--- src/rtl/core/xon_xoff_receive_pacing_buffer_assert.svh ---
// Assertion macros shared by the pacing buffer RTL.
// Each macro expects signals named clk and arst_n in the including scope.
`ifndef XON_XOFF_RECEIVE_PACING_BUFFER_ASSERT_SVH
`define XON_XOFF_RECEIVE_PACING_BUFFER_ASSERT_SVH

// Same-cycle implication, checked outside reset.
`define XXRPB_ASSERT_IMP(label, ante, cons, msg) \
	label: assert property (@(posedge clk) disable iff (!arst_n) (ante) |-> (cons)) \
		else $error(msg);

// Next-cycle implication, checked outside reset.
`define XXRPB_ASSERT_NXT(label, ante, cons, msg) \
	label: assert property (@(posedge clk) disable iff (!arst_n) (ante) |=> (cons)) \
		else $error(msg);

`endif

--- src/rtl/core/xxrpb_pkg.sv ---
package xxrpb_pkg;

	// Ring buffer geometry
	localparam int BUF_DEPTH = 256;
	localparam int IDX_W     = $clog2(BUF_DEPTH);
	localparam int OCC_W     = $clog2(BUF_DEPTH + 1);
	localparam int CHAR_W    = 8;
	localparam int CFG_IDX_W = 1;

	// Register reset values
	localparam logic [CHAR_W-1:0] RESUME_CHAR_RST = 8'd17;
	localparam logic [CHAR_W-1:0] PAUSE_CHAR_RST  = 8'd19;

	// Configuration register indexes
	typedef enum logic [CFG_IDX_W-1:0] {
		CFG_RESUME_CHAR = 1'b0,
		CFG_PAUSE_CHAR  = 1'b1
	} cfg_idx_t;

	// Item operation codes
	localparam logic OP_RX   = 1'b0;
	localparam logic OP_READ = 1'b1;

	// Result flags carried through the read stage
	typedef struct packed {
		logic pop;
		logic pending;
		logic tx_allowed;
		logic overflow;
	} res_t;

	// Ring index advance with wrap at the last entry
	function automatic logic [IDX_W-1:0] idx_next(input logic [IDX_W-1:0] i);
		return (i == IDX_W'(BUF_DEPTH - 1)) ? '0 : i + IDX_W'(1);
	endfunction

endpackage

--- src/rtl/core/xxrpb_ram.sv ---
module xxrpb_ram #(
	parameter int WIDTH = 8,
	parameter int DEPTH = 256
) (
	input  logic                     clk,
	input  logic                     we,
	input  logic [$clog2(DEPTH)-1:0] waddr,
	input  logic [WIDTH-1:0]         wdata,
	input  logic                     re,
	input  logic [$clog2(DEPTH)-1:0] raddr,
	output logic [WIDTH-1:0]         rdata
);

	logic [WIDTH-1:0] mem [DEPTH];

	// One write port, one registered read port
	always_ff @(posedge clk) begin
		if (we) begin
			mem[waddr] <= wdata;
		end
		if (re) begin
			rdata <= mem[raddr];
		end
	end

endmodule

--- src/rtl/core/xon_xoff_receive_pacing_buffer.sv ---
// XON/XOFF receive pacing buffer.
// Input channel (in_valid/in_ready): op = OP_RX carries a received byte with
// its parity flag; op = OP_READ is a host read that pops the oldest byte.
// Output channel (out_valid/out_ready): exactly one result item per input
// item, in order: popped byte and data_valid, pending, tx_allowed, overflow.
// Configuration port: cfg_we/cfg_index/cfg_data write resume (index 0) and
// pause (index 1) characters; write only while no item is in flight.
// A result passes the read stage (the synchronous buffer read) and then the
// output register before it appears.
// Throughput: one item per cycle unless the receiver stalls; the buffer
// control state updates at acceptance and the buffer RAM (one write port,
// one read port) takes at most one access per item.
// Reset: indices, occupancy and paused state clear, characters return to
// 17 and 19; buffer contents are not cleared and no clearing pass runs.
// When the receiver stalls, the output register holds its item, the read
// stage holds behind it, and in_ready drops until space frees up.
module xon_xoff_receive_pacing_buffer
	import xxrpb_pkg::*;
(
	input  logic                 clk,
	input  logic                 arst_n,
	input  logic                 in_valid,
	output logic                 in_ready,
	input  logic                 op,
	input  logic [CHAR_W-1:0]    rx_byte,
	input  logic                 parity_bad,
	output logic                 out_valid,
	input  logic                 out_ready,
	output logic [CHAR_W-1:0]    data_byte,
	output logic                 data_valid,
	output logic                 pending,
	output logic                 tx_allowed,
	output logic                 overflow,
	input  logic                 cfg_we,
	input  logic [CFG_IDX_W-1:0] cfg_index,
	input  logic [CHAR_W-1:0]    cfg_data
);

	`include "xon_xoff_receive_pacing_buffer_assert.svh"

	logic [CHAR_W-1:0] resume_char_q;
	logic [CHAR_W-1:0] pause_char_q;
	logic [IDX_W-1:0]  rd_idx_q;
	logic [IDX_W-1:0]  wr_idx_q;
	logic [OCC_W-1:0]  occ_q;
	logic              paused_q;

	logic              valid_s1;
	res_t              res_s1;
	logic [CHAR_W-1:0] ram_rdata;

	logic              accept;
	logic              s1_adv;
	logic              is_full;
	logic              is_empty;
	logic              hit_pause;
	logic              hit_resume;
	logic              store;
	logic              push_ok;
	logic              pop_ok;
	logic              ovf;
	logic              paused_d;
	logic [OCC_W-1:0]  occ_d;

	// Configuration registers
	always_ff @(posedge clk or negedge arst_n) begin
		if (!arst_n) begin
			resume_char_q <= RESUME_CHAR_RST;
			pause_char_q  <= PAUSE_CHAR_RST;
		end else if (cfg_we) begin
			unique case (cfg_idx_t'(cfg_index))
				CFG_RESUME_CHAR: resume_char_q <= cfg_data;
				CFG_PAUSE_CHAR:  pause_char_q  <= cfg_data;
			endcase
		end
	end

	// Handshake: read stage moves on when the output register is free
	assign s1_adv   = valid_s1 && (!out_valid || out_ready);
	assign in_ready = !valid_s1 || s1_adv;
	assign accept   = in_valid && in_ready;

	// Item decode
	assign is_full    = (occ_q == OCC_W'(BUF_DEPTH));
	assign is_empty   = (occ_q == '0);
	assign hit_pause  = !paused_q && (rx_byte == pause_char_q) && !parity_bad;
	assign hit_resume = paused_q && (rx_byte == resume_char_q);
	assign store      = (op == OP_RX) && !hit_pause && !hit_resume;
	assign push_ok    = store && !is_full;
	assign ovf        = store && is_full;
	assign pop_ok     = (op == OP_READ) && !is_empty;

	// Next paused state and occupancy
	always_comb begin
		paused_d = paused_q;
		occ_d    = occ_q;
		if (op == OP_RX) begin
			if (hit_pause) begin
				paused_d = 1'b1;
			end else if (hit_resume && !parity_bad) begin
				paused_d = 1'b0;
			end
		end
		if (push_ok) begin
			occ_d = occ_q + OCC_W'(1);
		end else if (pop_ok) begin
			occ_d = occ_q - OCC_W'(1);
		end
	end

	// Buffer control state
	always_ff @(posedge clk or negedge arst_n) begin
		if (!arst_n) begin
			rd_idx_q <= '0;
			wr_idx_q <= '0;
			occ_q    <= '0;
			paused_q <= 1'b0;
		end else if (accept) begin
			if (push_ok) begin
				wr_idx_q <= idx_next(wr_idx_q);
			end
			if (pop_ok) begin
				rd_idx_q <= idx_next(rd_idx_q);
			end
			occ_q    <= occ_d;
			paused_q <= paused_d;
		end
	end

	// Hold buffer
	xxrpb_ram #(
		.WIDTH(CHAR_W),
		.DEPTH(BUF_DEPTH)
	) u_ram (
		.clk  (clk),
		.we   (accept && push_ok),
		.waddr(wr_idx_q),
		.wdata(rx_byte),
		.re   (accept && pop_ok),
		.raddr(rd_idx_q),
		.rdata(ram_rdata)
	);

	// Read stage: waits for the buffer data
	always_ff @(posedge clk or negedge arst_n) begin
		if (!arst_n) begin
			valid_s1 <= 1'b0;
		end else if (in_ready) begin
			valid_s1 <= accept;
		end
	end

	always_ff @(posedge clk) begin
		if (accept) begin
			res_s1.pop        <= pop_ok;
			res_s1.pending    <= (occ_d != '0);
			res_s1.tx_allowed <= !paused_d;
			res_s1.overflow   <= ovf;
		end
	end

	// Output register
	always_ff @(posedge clk or negedge arst_n) begin
		if (!arst_n) begin
			out_valid <= 1'b0;
		end else if (!out_valid || out_ready) begin
			out_valid <= valid_s1;
		end
	end

	always_ff @(posedge clk) begin
		if (s1_adv) begin
			data_byte  <= res_s1.pop ? ram_rdata : '0;
			data_valid <= res_s1.pop;
			pending    <= res_s1.pending;
			tx_allowed <= res_s1.tx_allowed;
			overflow   <= res_s1.overflow;
		end
	end

	// Checks
	`XXRPB_ASSERT_IMP(a_occ_range, 1'b1, occ_q <= OCC_W'(BUF_DEPTH), "occupancy above depth")
	`XXRPB_ASSERT_IMP(a_stall_blocks, valid_s1 && out_valid && !out_ready, !in_ready, "accept while read stage stalled")
	`XXRPB_ASSERT_NXT(a_push_count, accept && push_ok, occ_q == $past(occ_q) + OCC_W'(1), "push did not count")
	`XXRPB_ASSERT_IMP(a_ovf_full, valid_s1 && res_s1.overflow, occ_q == OCC_W'(BUF_DEPTH), "overflow while not full")
	`XXRPB_ASSERT_IMP(a_empty_zero, out_valid && !data_valid, data_byte == '0, "nonzero byte without data")

endmodule
--- config.mk ---
export PLATFORM = sky130hd
export DESIGN_NAME = xon_xoff_receive_pacing_buffer
export DESIGN_NICKNAME = d
export VERILOG_FILES = /design/src/rtl/core/xxrpb_pkg.sv /design/src/rtl/core/xxrpb_ram.sv /design/src/rtl/core/xon_xoff_receive_pacing_buffer.sv
export VERILOG_INCLUDE_DIRS = /design/src /design/src/rtl/core
export SDC_FILE = /design/constraint.sdc
export NUM_CORES = 2
export LEC_CHECK = 0
export ABC_AREA = 1
export BUFFER_PORTS_ARGS = -buffer_cell sky130_fd_sc_hd__buf_2
export CELL_PAD_IN_SITES_DETAIL_PLACEMENT = 0
export CELL_PAD_IN_SITES_GLOBAL_PLACEMENT = 1
export CORE_MARGIN = 4
export CORE_UTILIZATION = 52
export DETAILED_ROUTE_END_ITERATION = 8
export GPL_ROUTABILITY_DRIVEN = 0
export PLACE_DENSITY = 0.75
export SLEW_MARGIN = 15
export SYNTH_ARGS = -nofsm -noshare
export SYNTH_HDL_FRONTEND = slang
export SYNTH_SLANG_ARGS = --single-unit
--- constraint.sdc ---
create_clock -name clk -period 3.3 [get_ports clk]
set_input_delay 0.33 -clock clk [delete_from_list [all_inputs] [get_ports clk]]
set_output_delay 0.33 -clock clk [all_outputs]
set_load 0.03 [all_outputs]
==> out/qor.yml <==
synth:
  synth-edff-count: 2072
  netlist.top_cell.by_area: "sky130_fd_sc_hd__edfxtp_1"
  post_synth_instance_area_um2: 86800
  synth_largest_type_area_fraction_pct: 71.7
  synth-seq-area-share_pct: 72.9
  yosys_warnings: 0
  ys_types: 41
  ys_ff_latch: 2116
  async_reset_ff_share_pct: 2.08
  synthCells: 7390
  synth_area_per_cell_um2: 11.7
  yosys_most_used_dff: "sky130_fd_sc_hd__edfxtp_1"
  synth.net_count: 7421
  yosys-top-cells-area: "sky130_fd_sc_hd__edfxtp_1 72%, sky130_fd_sc_hd__nor2_1 8.5%, sky130_fd_sc_hd__o21ai_0 6.0%"
route:
  drc_errors: 0
  avgRoutedWirePerCell_um: 24.7
  vias: 58300
  first_pass_iters: 6
  antenna_left: 0
  viasPerCell: 5.81
  detail_route.wirelength_mm: 248
  detailedRoute.firstIterationViolations: 7254
floorplan:
  vertical_extent_of_the_die_um: 417
  initial_utilization_pct: 52.5
  floorplan.rows: 149
  die-width_um: 417
  die_area_um2: 174000
  placeable_area_um2: 165000
  design.portCount: 38
power:
  power-per-cell-area_nw_per_um2: 791
  worst_supply_voltage_drop_on_vdd_v: 0.000707
  post-layout-total-power_mw: 78.6
  p_switching_mw: 27.3
  power.share.clock_pct: 32.1
  p_int_mw: 51.3
  power.sequential.fraction_pct: 38.3
  share_of_total_power_consumed_by_net_switching_pct: 34.7
  proportion_of_power_drawn_by_combinational_gates_pct: 29.5
  p_leak_nw: 34.5
placed_design:
  io_buffers: 37
  hpwlAfterDp_mm: 151
grt:
  antenna_violations_before_repair: 5
  grt_first_pass_wirelength_mm: 366
  grt_max_degree: 144
  via_count_of_the_first_global_routing_pass: 56500
  grt.total_usage_pct: 28.3
  globalRouteOverflowTotal: 0
timing:
  timing.slew.headroom_pct: 20.4
  final_sum_of_negative_setup_slack_ns: 0
  rsz0062_at_grt: "false"
  report.final.slew_viol_count: 0
  timing.final.crit_period_ns: 3.18
  slew_of_the_pin_with_the_lowest_slew_margin_ns: 1.19
  final.setup_skew_ns: 0.0434
  max_freq_ghz: 0.314
  finalHoldViolations: 0
  timing.hold.ws_ns: 0.0750
  post-route-period-util_pct: 96.4
  finalSetupViolations: 0
final_layout:
  fillers: 13200
  layout-area-overhead-vs-synth_pct: 14.5
  layout-drive-gt1-share_pct: 11.0
  nNetsFinal: 7686
clock_network:
  clock_insertion_delay_worst_skew_ns: 0.87
  tritoncts_clock_tree: "done"
  post_cts.repair.setup_buffers: 0
  clock_transition_at_the_registers_of_the_reported_paths_ns: 0.06
  h-tree-depth: 4
  clockBufferDepth: 3
  number_of_buffers_created_by_cts: 212
  clk_root_buffer_cell: "sky130_fd_sc_hd__clkbuf_16"
  clock-sinks: 2116
setup_path:
  worst-endpoint-arrival_ns: 3.74
  timing.setup.critical_path_class: "flip-flop to flip-flop"
  critPathMaxStageDelay_ns: 0.40
  cpMaxStageDelayCell: "sky130_fd_sc_hd__dfrtp_1"
  crit_path_cells: "inv_1 -> ha_1 -> nand3_2 -> nor2_2 -> nand2_4 -> nand4_2 -> nor2_4 -> buf_4 -> nand4_1 -> buf_4 -> nor2_1 -> buf_4"
  worst_setup_path_end_kind: "flip-flop"
  cp_common_cell: "sky130_fd_sc_hd__buf_4"
  critical_path_required_ns: 3.86
  critPathLaunchType: "flip-flop"
  timing.critical_path.fanout_max: 18
worst_hold_path:
  hp-class: "primary input to flip-flop"
job:
  max_cap_viol_count: 0
run_status:
  outcome: "finished clean"
layout make-up:
type	instances	area (um^2)	area share, %
Multi-Input combinational cell	4602	20400	20.5
Inverter	204	797	0.802
Timing Repair Buffer	519	4760	4.79
Clock inverter	146	1890	1.90
Antenna cell	3	7.51	0.00755
Clock buffer	252	5490	5.52
Sequential cell	2116	63300	63.7
Tap cell	2189	2740	2.75
Yosys cell counts (2+ instances only):
cell type and count:
sky130_fd_sc_hd__edfxtp_1 2072, sky130_fd_sc_hd__nor2_1 1973, sky130_fd_sc_hd__o21ai_0 1048, sky130_fd_sc_hd__nand2_1 803, sky130_fd_sc_hd__nand3_1 285, sky130_fd_sc_hd__o211ai_1 201, sky130_fd_sc_hd__buf_2 185, sky130_fd_sc_hd__clkbuf_1 185
sky130_fd_sc_hd__inv_1 184, sky130_fd_sc_hd__a21oi_1 87, sky130_fd_sc_hd__o21ai_1 68, sky130_fd_sc_hd__o22ai_1 52, sky130_fd_sc_hd__buf_4 39, sky130_fd_sc_hd__dfrtp_1 39, sky130_fd_sc_hd__buf_1 32, sky130_fd_sc_hd__buf_6 26
sky130_fd_sc_hd__nand4_1 21, sky130_fd_sc_hd__xor2_1 20, sky130_fd_sc_hd__clkinv_1 14, sky130_fd_sc_hd__or2_2 9, sky130_fd_sc_hd__ha_1 7, sky130_fd_sc_hd__a31oi_1 5, sky130_fd_sc_hd__dfstp_2 5, sky130_fd_sc_hd__inv_2 5
sky130_fd_sc_hd__nand3_2 5, sky130_fd_sc_hd__nor3_1 4, sky130_fd_sc_hd__nor2_4 2
what timing repair did:
action	in CTS	in global routing
hold buffers	22	0
hold endpoints to repair	71	0
endpoints found under the setup margin	8	0
resized for setup	1	0
logic make-up after synthesis:
kind of cell,Yosys count,share of synthesized area [%]
and+or+nand+nor,3110,14.0
adders and majority gates,7,0.101
muxes,1,0.0115
AOI/OAI and AO/OA,1463,9.10
DFF,2116,72.9
xor gates and xnor gates,21,0.212
buffers and inverters,672,3.58
registers in the layout, summed over array words and instances (netlist names):
| name | cells |
|---|---|
| resume_char_q | 8 |
| valid_s1 | 1 |
| tx_allowed | 1 |
| paused_q | 1 |
| wr_idx_q | 8 |
| pending | 1 |
| rd_idx_q | 8 |
| res_s1 | 4 |
| u_ram.mem | 2048 |
| out_valid | 1 |
| occ_q | 9 |
| data_byte | 8 |
| overflow | 1 |
| data_valid | 1 |
| pause_char_q | 8 |
| u_ram.rdata | 8 |
power groups by stage:
stage	registers [mW]	clock network (mW)	logic, mW
after floorplan	30.6	0	14.3
after global placement	30.7	0	22.9
after detailed placement	30.7	0	23.0
after CTS	30.1	25.6	23.1
after global routing	30.2	26.8	25.3
final	30.2	25.3	23.2
critical path: cells and delay by family, from the launching register on:
family / cells / cell delay (ns)
AND/OR/NAND/NOR: 7 / 1.26
flip-flops: 1 / 0.40
adder cells (fa/ha/maj): 1 / 0.26
buffers and inverters: 4 / 0.94
metal layers:
layer  global-route usage [%]  part of all wire, %  vias up
met3                     4.00                  8.1      425
met2                     45.6                   47     2701
met5                        0               0.0052        -
met4                     9.83                  3.5        2
met1                     39.8                   41    28700
li1                         -                    -    26500
per-stage QoR:
| stage | worst slack [ns] | instances | util, % | area (um^2) |
|---|---|---|---|---|
| 6_report | 0.119 | 10000 | 60.1 | 99400 |
| 4_1_cts | 0.150 | 10000 | 60.1 | 99400 |
| 2_1_floorplan | 0.712 | 7390 | - | 86800 |
| 3_5_place_dp | 0.0264 | 9608 | 55.5 | 91800 |
| 5_1_grt | 0.0103 | 10000 | 60.1 | 99400 |
| 3_3_place_gp | 0.0225 | 9608 | 55.5 | 91800 |
path summary, 6_finish.rpt:
| path | slack (ns) | depth (start not counted) | startpoint | end |
|---|---|---|---|---|
| hold / removal | 0.07 | 4 | cfg_index | resume_char_q[0] |
| min in group asynchronous | 0.17 | 2 | arst_n | resume_char_q[6] |
| setup reg to reg | 0.12 | 12 | occ_q[0] | u_ram.mem[70][2] |
| setup / recovery | 0.12 | 12 | occ_q[0] | u_ram.mem[70][2] |
| hold reg to reg | 0.44 | 0 | res_s1[2] | pending |
| max in group asynchronous | 2.32 | 2 | arst_n | rd_idx_q[1] |
layout by cell type, fill, tap and decap left out, drive strengths merged, types with 7 or more instances in the layout:
| master | n |
|---|---|
| bufinv | 36 |
| ha | 7 |
| edfxtp | 2072 |
| nand3 | 290 |
| or2 | 9 |
| xor2 | 20 |
| o22ai | 52 |
| o21ai | 1116 |
| a21oi | 88 |
| dfrtp | 39 |
| nand4 | 22 |
| nand2 | 804 |
| dlygate4sd3 | 22 |
| clkinvlp | 16 |
| nor2 | 1976 |
| o211ai | 201 |
| clkbuf | 252 |
| inv | 201 |
| clkinv | 97 |
| buf | 497 |
Power figures use the tool's default switching activity.
